File: src/sv/oat_pkg.sv
// ----------------------------------------------------------------------------
// oat_pkg
// types and constants shared by the alarm table controller and datapath
// ----------------------------------------------------------------------------
package oat_pkg;

  localparam int OWNER_W     = 4;
  localparam int DELAY_W     = 32;
  localparam int TICK_W      = 32;
  localparam int CFG_W       = 10;
  localparam int KIND_W      = 2;
  localparam int MAX_RESULTS = 16;
  localparam int FIRE_CNT_W  = $clog2(MAX_RESULTS + 1);
  localparam int DIV_STEPS   = DELAY_W;
  localparam int DIV_CNT_W   = $clog2(DIV_STEPS);
  localparam logic [CFG_W-1:0] MS_PER_TICK_RESET = CFG_W'(10);

  typedef enum logic [KIND_W-1:0] {
    KIND_OK    = 2'd0,
    KIND_FULL  = 2'd1,
    KIND_FIRED = 2'd2
  } kind_t;

  typedef enum logic [6:0] {
    ST_IDLE  = 7'b0000001,
    ST_SCAN  = 7'b0000010,
    ST_DRAIN = 7'b0000100,
    ST_DIV   = 7'b0001000,
    ST_WRITE = 7'b0010000,
    ST_RESP  = 7'b0100000,
    ST_FLUSH = 7'b1000000
  } state_t;

  typedef struct packed {
    logic load;
    logic scan;
    logic div_step;
    logic write;
    logic emit_set;
    logic flush;
  } cmd_t;

  typedef struct packed {
    logic issue_last;
    logic is_set;
    logic div_last;
  } status_t;

endpackage

File: src/sv/oat_ram.sv
// ----------------------------------------------------------------------------
// oat_ram
// generic single write port ram with registered read
// ----------------------------------------------------------------------------
module oat_ram #(
  parameter int WIDTH = 36,
  parameter int DEPTH = 16
) (
  input  logic                     clk,
  input  logic                     we,
  input  logic [$clog2(DEPTH)-1:0] waddr,
  input  logic [WIDTH-1:0]         wdata,
  input  logic [$clog2(DEPTH)-1:0] raddr,
  output logic [WIDTH-1:0]         rdata
);

  logic [WIDTH-1:0] mem [DEPTH];

  always_ff @(posedge clk) begin
    if (we) begin
      mem[waddr] <= wdata;
    end
    rdata <= mem[raddr];
  end

endmodule

File: src/sv/oat_ctrl.sv
// ----------------------------------------------------------------------------
// oat_ctrl
// sequencer for table scan, delay division, slot write and result issue
// ----------------------------------------------------------------------------
module oat_ctrl (
  input  logic             clk,
  input  logic             rst,
  input  logic             start,
  output logic             busy,
  output oat_pkg::cmd_t    cmd,
  input  oat_pkg::status_t status
);

  oat_pkg::state_t state, state_next;

  always_ff @(posedge clk) begin
    if (rst) begin
      state <= oat_pkg::ST_IDLE;
    end else begin
      state <= state_next;
    end
  end

  always_comb begin
    state_next = state;
    cmd        = '0;
    case (state)
      oat_pkg::ST_IDLE: begin
        if (start) begin
          cmd.load   = 1'b1;
          state_next = oat_pkg::ST_SCAN;
        end
      end
      oat_pkg::ST_SCAN: begin
        cmd.scan = 1'b1;
        if (status.issue_last) begin
          state_next = oat_pkg::ST_DRAIN;
        end
      end
      oat_pkg::ST_DRAIN: begin
        state_next = status.is_set ? oat_pkg::ST_DIV : oat_pkg::ST_FLUSH;
      end
      oat_pkg::ST_DIV: begin
        cmd.div_step = 1'b1;
        if (status.div_last) begin
          state_next = oat_pkg::ST_WRITE;
        end
      end
      oat_pkg::ST_WRITE: begin
        cmd.write  = 1'b1;
        state_next = oat_pkg::ST_RESP;
      end
      oat_pkg::ST_RESP: begin
        cmd.emit_set = 1'b1;
        state_next   = oat_pkg::ST_IDLE;
      end
      oat_pkg::ST_FLUSH: begin
        cmd.flush  = 1'b1;
        state_next = oat_pkg::ST_IDLE;
      end
      default: begin
        state_next = oat_pkg::ST_IDLE;
      end
    endcase
  end

  assign busy = (state != oat_pkg::ST_IDLE);

endmodule

File: src/sv/oat_dp.sv
// ----------------------------------------------------------------------------
// oat_dp
// alarm table datapath: slot store, scan pipeline, divider and result register
// ----------------------------------------------------------------------------
module oat_dp #(
  parameter int TABLE_ENTRIES = 16
) (
  input  logic                         clk,
  input  logic                         rst,
  input  oat_pkg::cmd_t                cmd,
  output oat_pkg::status_t             status,
  input  logic                         req_type,
  input  logic [oat_pkg::OWNER_W-1:0]  owner,
  input  logic [oat_pkg::DELAY_W-1:0]  delay_ms,
  input  logic                         cfg_write,
  input  logic [oat_pkg::CFG_W-1:0]    cfg_data,
  output logic                         result_strobe,
  output logic [oat_pkg::KIND_W-1:0]   result_kind,
  output logic [oat_pkg::OWNER_W-1:0]  fired_owner,
  output logic                         last
);

  localparam int IDX_W = $clog2(TABLE_ENTRIES);
  localparam int ENT_W = oat_pkg::OWNER_W + oat_pkg::TICK_W;

  logic [oat_pkg::CFG_W-1:0]      ms_per_tick;
  logic [oat_pkg::TICK_W-1:0]     tick_count;
  logic [TABLE_ENTRIES-1:0]       slot_valid;
  logic                           set_r;
  logic [oat_pkg::OWNER_W-1:0]    owner_r;
  logic                           delay_nz;
  logic [IDX_W-1:0]               scan_idx;
  logic [IDX_W-1:0]               rd_idx;
  logic                           rd_live;
  logic [ENT_W-1:0]               rd_data;
  logic [oat_pkg::OWNER_W-1:0]    rd_owner;
  logic [oat_pkg::TICK_W-1:0]     rd_fire;
  logic                           cancel_found;
  logic                           free_found;
  logic [IDX_W-1:0]               free_idx;
  logic                           pend_valid;
  logic [oat_pkg::OWNER_W-1:0]    pend_owner;
  logic [oat_pkg::FIRE_CNT_W-1:0] fire_cnt;
  logic [oat_pkg::DELAY_W-1:0]    quot;
  logic [oat_pkg::CFG_W-1:0]      rem;
  logic [oat_pkg::DIV_CNT_W-1:0]  div_cnt;
  logic [oat_pkg::CFG_W:0]        rem_sh;
  logic [oat_pkg::CFG_W:0]        rem_diff;
  logic                           q_bit;
  logic                           slot_match;
  logic                           slot_free;
  logic                           slot_due;
  logic                           ram_we;
  logic [ENT_W-1:0]               ram_wdata;

  assign rd_owner = rd_data[ENT_W-1 -: oat_pkg::OWNER_W];
  assign rd_fire  = rd_data[oat_pkg::TICK_W-1:0];

  assign rem_sh   = {rem, quot[oat_pkg::DELAY_W-1]};
  assign rem_diff = rem_sh - {1'b0, ms_per_tick};
  assign q_bit    = (rem_sh >= {1'b0, ms_per_tick});

  assign slot_match = rd_live && set_r && slot_valid[rd_idx] && (rd_owner == owner_r)
                      && !cancel_found;
  assign slot_free  = rd_live && set_r && (!slot_valid[rd_idx] || slot_match) && !free_found;
  assign slot_due   = rd_live && !set_r && slot_valid[rd_idx] && (tick_count >= rd_fire)
                      && (fire_cnt < oat_pkg::FIRE_CNT_W'(oat_pkg::MAX_RESULTS));

  assign ram_we    = cmd.write && delay_nz && free_found;
  assign ram_wdata = {owner_r, tick_count + quot};

  oat_ram #(
    .WIDTH (ENT_W),
    .DEPTH (TABLE_ENTRIES)
  ) u_ram (
    .clk   (clk),
    .we    (ram_we),
    .waddr (free_idx),
    .wdata (ram_wdata),
    .raddr (scan_idx),
    .rdata (rd_data)
  );

  assign status.issue_last = (scan_idx == IDX_W'(TABLE_ENTRIES - 1));
  assign status.is_set     = set_r;
  assign status.div_last   = (div_cnt == oat_pkg::DIV_CNT_W'(oat_pkg::DIV_STEPS - 1));

  always_ff @(posedge clk) begin
    if (rst) begin
      ms_per_tick   <= oat_pkg::MS_PER_TICK_RESET;
      tick_count    <= '0;
      slot_valid    <= '0;
      rd_live       <= 1'b0;
      pend_valid    <= 1'b0;
      result_strobe <= 1'b0;
    end else begin
      result_strobe <= 1'b0;
      rd_live       <= cmd.scan;
      if (cfg_write) begin
        ms_per_tick <= cfg_data;
      end
      if (cmd.load) begin
        pend_valid <= 1'b0;
        if (!req_type) begin
          tick_count <= tick_count + oat_pkg::TICK_W'(1);
        end
      end
      if (slot_match) begin
        slot_valid[rd_idx] <= 1'b0;
      end
      if (slot_due) begin
        slot_valid[rd_idx] <= 1'b0;
        pend_valid         <= 1'b1;
        if (pend_valid) begin
          result_strobe <= 1'b1;
        end
      end
      if (ram_we) begin
        slot_valid[free_idx] <= 1'b1;
      end
      if (cmd.flush) begin
        pend_valid <= 1'b0;
        if (pend_valid) begin
          result_strobe <= 1'b1;
        end
      end
      if (cmd.emit_set) begin
        result_strobe <= 1'b1;
      end
    end
  end

  always_ff @(posedge clk) begin
    rd_idx <= scan_idx;
    if (cmd.load) begin
      set_r        <= req_type;
      owner_r      <= owner;
      delay_nz     <= (delay_ms != '0);
      scan_idx     <= '0;
      cancel_found <= 1'b0;
      free_found   <= 1'b0;
      fire_cnt     <= '0;
      quot         <= delay_ms;
      rem          <= '0;
      div_cnt      <= '0;
    end
    if (cmd.scan) begin
      scan_idx <= scan_idx + IDX_W'(1);
    end
    if (slot_match) begin
      cancel_found <= 1'b1;
    end
    if (slot_free) begin
      free_found <= 1'b1;
      free_idx   <= rd_idx;
    end
    if (cmd.div_step) begin
      quot    <= {quot[oat_pkg::DELAY_W-2:0], q_bit};
      rem     <= q_bit ? rem_diff[oat_pkg::CFG_W-1:0] : rem_sh[oat_pkg::CFG_W-1:0];
      div_cnt <= div_cnt + oat_pkg::DIV_CNT_W'(1);
    end
    if (slot_due) begin
      fire_cnt   <= fire_cnt + oat_pkg::FIRE_CNT_W'(1);
      pend_owner <= rd_owner;
      if (pend_valid) begin
        result_kind <= oat_pkg::KIND_FIRED;
        fired_owner <= pend_owner;
        last        <= 1'b0;
      end
    end
    if (cmd.flush) begin
      result_kind <= oat_pkg::KIND_FIRED;
      fired_owner <= pend_owner;
      last        <= 1'b1;
    end
    if (cmd.emit_set) begin
      result_kind <= (delay_nz && !free_found) ? oat_pkg::KIND_FULL : oat_pkg::KIND_OK;
      fired_owner <= '0;
      last        <= 1'b1;
    end
  end

endmodule

File: src/sv/one_shot_alarm_table.sv
// ----------------------------------------------------------------------------
// one_shot_alarm_table
// table of one-shot alarms, one per owner, beside a request-driven tick count
// ----------------------------------------------------------------------------
// One request at a time: start is taken while busy is low. A tick request
// holds busy through a walk of the slot table through the single read port
// of the table RAM one slot per cycle; fired alarms come out in slot order,
// the final one marked with last. A set request holds busy through the same
// slot walk, then a 32-step serial divider for the delay, a slot write and a
// single ok or full result. Results are shown for one cycle on result_strobe
// and cannot be held off. The slot valid bits are flip-flops, so the table is
// usable straight out of reset.
module one_shot_alarm_table #(
  parameter int TABLE_ENTRIES = 16
) (
  input  logic                         clk,
  input  logic                         rst,
  input  logic                         start,
  output logic                         busy,
  input  logic                         req_type,
  input  logic [oat_pkg::OWNER_W-1:0]  owner,
  input  logic [oat_pkg::DELAY_W-1:0]  delay_ms,
  input  logic                         cfg_valid,
  output logic                         cfg_ready,
  input  logic [oat_pkg::CFG_W-1:0]    cfg_data,
  output logic                         result_strobe,
  output logic [oat_pkg::KIND_W-1:0]   result_kind,
  output logic [oat_pkg::OWNER_W-1:0]  fired_owner,
  output logic                         last
);

  oat_pkg::cmd_t    cmd;
  oat_pkg::status_t status;

  assign cfg_ready = 1'b1;

  oat_ctrl u_ctrl (
    .clk    (clk),
    .rst    (rst),
    .start  (start),
    .busy   (busy),
    .cmd    (cmd),
    .status (status)
  );

  oat_dp #(
    .TABLE_ENTRIES (TABLE_ENTRIES)
  ) u_dp (
    .clk           (clk),
    .rst           (rst),
    .cmd           (cmd),
    .status        (status),
    .req_type      (req_type),
    .owner         (owner),
    .delay_ms      (delay_ms),
    .cfg_write     (cfg_valid && cfg_ready),
    .cfg_data      (cfg_data),
    .result_strobe (result_strobe),
    .result_kind   (result_kind),
    .fired_owner   (fired_owner),
    .last          (last)
  );

endmodule

File: config.mk
export PLATFORM = sky130hd
export DESIGN_NAME = one_shot_alarm_table
export DESIGN_NICKNAME = d
export VERILOG_FILES = /design/src/sv/oat_pkg.sv /design/src/sv/oat_ram.sv /design/src/sv/oat_ctrl.sv /design/src/sv/oat_dp.sv /design/src/sv/one_shot_alarm_table.sv
export SDC_FILE = /design/constraint.sdc
export NUM_CORES = 1
export LEC_CHECK = 0
export BUFFER_PORTS_ARGS = -buffer_cell sky130_fd_sc_hd__buf_2
export CORE_ASPECT_RATIO = 2
export CORE_MARGIN = 4
export CORE_UTILIZATION = 36
export DETAILED_ROUTE_END_ITERATION = 7
export HOLD_SLACK_MARGIN = 0.03
export PLACE_DENSITY = 0.52
export SYNTH_ARGS = -nofsm -noshare
export SYNTH_HDL_FRONTEND = slang
export SYNTH_SLANG_ARGS = --single-unit
File: constraint.sdc
create_clock -name clk -period 3.9 [get_ports clk]
set_input_delay 0.585 -clock clk [delete_from_list [all_inputs] [get_ports clk]]
set_output_delay 0.585 -clock clk [all_outputs]
set_load 0.02 [all_outputs]
==> flow_summary_export.csv <==
group,metric,value,unit
layout,num_antenna_cells,0,
sta,final.min_clock_period,3.56,ns
placed_design,port_buffers,59,
global_routing,track_usage,17.6,%
pwr,p_sw,4.44,mW
clock_network,insertion_delay,0.65,ns
layout,final_cell_count_no_fill,3248,
die,ios,61,
clock_network,cts.sinks,763,
synthesis,postSynthAreaPerCell,16.8,µm²
detailed_routing,drtIter0Drc,1243,
synthesis,async_reset_ff_share,0,%
pwr,p_seq_share,51.2,%
pwr,p_comb_share,11.2,%
detailed_routing,maxUsedRoutingLayer,"met4",
synthesis,synthFlopType,"edfxtp_1",
sta,tns,0,ns
sta,fin_skew,0.0167,ns
pwr,power_leakage,12.6,nW
die,initial_core_util,36.3,%
layout,nNetsFinal,2162,
worst_setup_path,crit_chain,"ha_1, inv_1, fa_1, nor2b_1, o31a_1, o31ai_1, a21oi_1, a31oi_1, o221ai_1, buf_4, o21a_1, xor2_2",
synthesis,synth_xor_area_share,1.97,%
die,die_h,427,µm
detailed_routing,routed-wl-met2,44000,µm
pwr,p_int,13.9,mW
detailed_routing,wl,80500,µm
worst_setup_path,worstPathArrival,3.91,ns
sta,fmaxAchievable,0.281,GHz
pwr,power.total,18.4,mW
placed_design,dp_cells,3120,
worst_setup_path,worstSetupPathType,"flip-flop to flip-flop",
synthesis,synth_fa_ha_area_share,3.22,%
sta,tightestPinTransition,1.17,ns
min_path,hold_path_class,"primary input to flip-flop",
sta,final.period_utilization,91.2,%
synthesis,yosysUniqueCellTypes,73,
global_routing,grt_pass1_wl,120000,µm
worst_setup_path,critPathMaxFanout,16,
synthesis,synthSimpleGateAreaFrac,6.38,%
detailed_routing,ant_nets,0,
synthesis,synth_nets,2009,
layout,final-seq-area,21800,µm²
global_routing,grt_max_degree,59,
clock_network,clk_pin_slew_worst_paths,0.07,ns
die,die-width,217,µm
placed_design,dp_hpwl,51900,µm
synthesis,syn_inst,1878,
pwr,clkPwrFrac,37.6,%
clock_network,ctsHoldBuffers,0,
detailed_routing,wl_per_cell,24.8,µm
synthesis,ys_ff_latch,763,
pwr,p_sw_share,24.2,%
clock_network,htreeDepth,3,
layout,fillCellCount,7886,
layout,area_growth,15.0,%
clock_network,clockBufferDepth,3,
clock_network,cts_tree,"built",
die,core,86900,µm²
flow_run,maxCapViolCount,0,
sta,finalHoldViolCount,0,
global_routing,overflow,0,
detailed_routing,wl_met1,31600,µm
pwr,irDropWorstVdd,0.000315,V
worst_setup_path,cpMaxStageDelayCell,"xor2_2",
layout,drive_above_1_share,23.2,%
sta,drv_slew,0,
sta,rsz0062_at_grt,"false",
synthesis,yosysSeqAreaShare,68.9,%
clock_network,root_buffer,"clkbuf_16",
detailed_routing,drtPass1Iterations,5,
worst_setup_path,crit_path_end_kind,"flip-flop",
worst_setup_path,cp-start-kind,"flip-flop",
detailed_routing,via_per_inst,5.30,
detailed_routing,wl_met3,2870,µm
global_routing,antenna_found_initial,0,
die,dieArea,92800,µm²
placed_design,gp_congestion,0.858,
synthesis,synthesis.area,31600,µm²
detailed_routing,via_count,17200,
synthesis,synthMuxAreaShare,13.6,%
synthesis,synth_top_family_by_area,"multiplexers",
detailed_routing,drc_errors,0,
sta,setup_violations,0,
outcome,status,"finished clean",
clock_network,cts_setup_buffers,0,
layout,multi_input_area,9320,µm²
die,rows,153,
worst_setup_path,cp.required,4.25,ns
pwr,p_per_area,506,nW/µm²
sta,slew_headroom,21.7,%
layout,layout_commonest_cell,"edfxtp_1",
synthesis,ys_warn_count,0,
synthesis,synth_compound_area_share,4.09,%
layout,most-common-layout-cells,"edfxtp_1 (648), mux4_2 (185), nand2_1 (157)",
clock_network,numCtsBuffers,71,
synthesis,synth_edf_count,648,
worst_setup_path,max_stage_delay,0.54,ns
global_routing,grt_pass1_vias,18300,
## Yosys cell counts, types with 3 or more instances
| cell | n | share of area, % |
|---|---|---|
| dfxtp_1 | 115 | 7.3 |
| nor2_1 | 105 | 1.2 |
| nor4b_1 | 3 | 0.083 |
| buf_2 | 4 | 0.063 |
| nor3b_1 | 4 | 0.095 |
| or3_1 | 6 | 0.12 |
| and2_1 | 6 | 0.12 |
| buf_1 | 15 | 0.18 |
| nor3_1 | 21 | 0.33 |
| o31ai_1 | 5 | 0.12 |
| o21ai_0 | 27 | 0.43 |
| nor2b_1 | 10 | 0.20 |
| clkbuf_1 | 50 | 0.59 |
| edfxtp_1 | 648 | 62 |
| ha_1 | 78 | 3.1 |
| a221oi_1 | 3 | 0.083 |
| a211oi_1 | 11 | 0.26 |
| a311oi_1 | 11 | 0.31 |
| nand3_1 | 43 | 0.68 |
| a21oi_1 | 42 | 0.67 |
| mux4_2 | 185 | 13 |
| and4_1 | 5 | 0.14 |
| nand2b_1 | 7 | 0.14 |
| inv_1 | 75 | 0.89 |
| nand2_1 | 158 | 1.9 |
| mux2i_1 | 13 | 0.41 |
| xor2_1 | 44 | 1.2 |
| o211ai_1 | 3 | 0.071 |
| a21o_1 | 30 | 0.71 |
| inv_2 | 4 | 0.048 |
| nand4_1 | 22 | 0.44 |
| xnor2_1 | 27 | 0.75 |
| a31oi_1 | 5 | 0.099 |
| nand4b_1 | 3 | 0.083 |
| and3_1 | 12 | 0.24 |
| o21a_1 | 10 | 0.24 |
| nor4_1 | 9 | 0.18 |
| o21ai_1 | 13 | 0.21 |
## power by group through the flow
stage	Combinational (mW)	Clock, mW	Sequential [mW]
final	2.05	6.90	9.41
after floorplan	1.43	0	9.46
after global routing	2.25	7.43	9.43
after global placement	2.07	0	9.58
after detailed placement	2.09	0	9.59
after CTS	2.11	7.11	9.41
## what timing repair did
action,CTS,global route
hold endpoints to repair,0,0
setup endpoints to repair,14,64
gates resized for setup,1,4
## per-layer routing
layer / vias to the layer above / GRT usage (%)
met5: - / 0
met4: 0 / 5.51
met1: 9074 / 21.2
li1: 7656 / -
met2: 365 / 32.6
met3: 111 / 2.16
## state kept, by name, summed over array words and instances, names as in the netlist, 7 cells and up
register / flops
u_dp.u_ram.rdata: 36
u_ctrl.state: 7
u_dp.quot: 32
u_dp.ms_per_tick: 10
u_dp.rem: 10
u_dp.slot_valid: 16
u_dp.u_ram.mem: 576
u_dp.tick_count: 32
## final timing paths
kind                                               end    startpoint  depth (start not counted)  slack [ns]
worst max-delay path            u_dp.u_ram.mem[10][30]  u_dp.quot[0]                         12        0.34
worst min-delay path                   u_dp.owner_r[0]      owner[0]                          1        0.12
worst min register to register               u_dp.last     u_dp.last                          1        0.45
worst max register to register  u_dp.u_ram.mem[10][30]  u_dp.quot[0]                         12        0.34
## worst max-delay path: cells and delay by family (launching register included)
kind                       cells  cell delay [ns]
AOI/OAI and AO/OA              6             1.35
adders and majority gates      2             0.59
xor gates and xnor gates       1             0.54
DFF                            1             0.35
buffers and inverters          2             0.26
and+or+nand+nor                1             0.17
## metrics by stage
step / utilization, % / instance area [µm²] / worst slack, ns / hold WS, ns
after floorplan: - / 31600 / 0.671 / 0.346
after CTS: 41.7 / 36300 / 0.0677 / 0.0687
final: 41.8 / 36300 / 0.342 / 0.122
after global placement: 39.1 / 34000 / 0.191 / 0.438
after global routing: 41.8 / 36300 / 0.140 / 0.0898
after detailed placement: 39.1 / 34000 / 0.0458 / 0.437
## cells by family (layout without fill, tap and decap cells)
family                     count (synthesis)  after routing
AOI/OAI and AO/OA                        189            189
xor gates and xnor gates                  71             71
adders and majority gates                 80             80
buffers and inverters                    149            357
DFF                                      763            763
muxes                                    198            198
other                                      1              1
and+or+nand+nor                          427            427
## final cells by class
class / instances / area share (%)
multi-input cells: 966 / 25.7
clock inverters: 38 / 1.08
clock buffers: 90 / 5.15
repair buffers: 150 / 3.32
well taps: 1162 / 4.01
flip-flops and latches: 763 / 60.0
inverters: 79 / 0.817
Power figures use the tool's default switching activity.
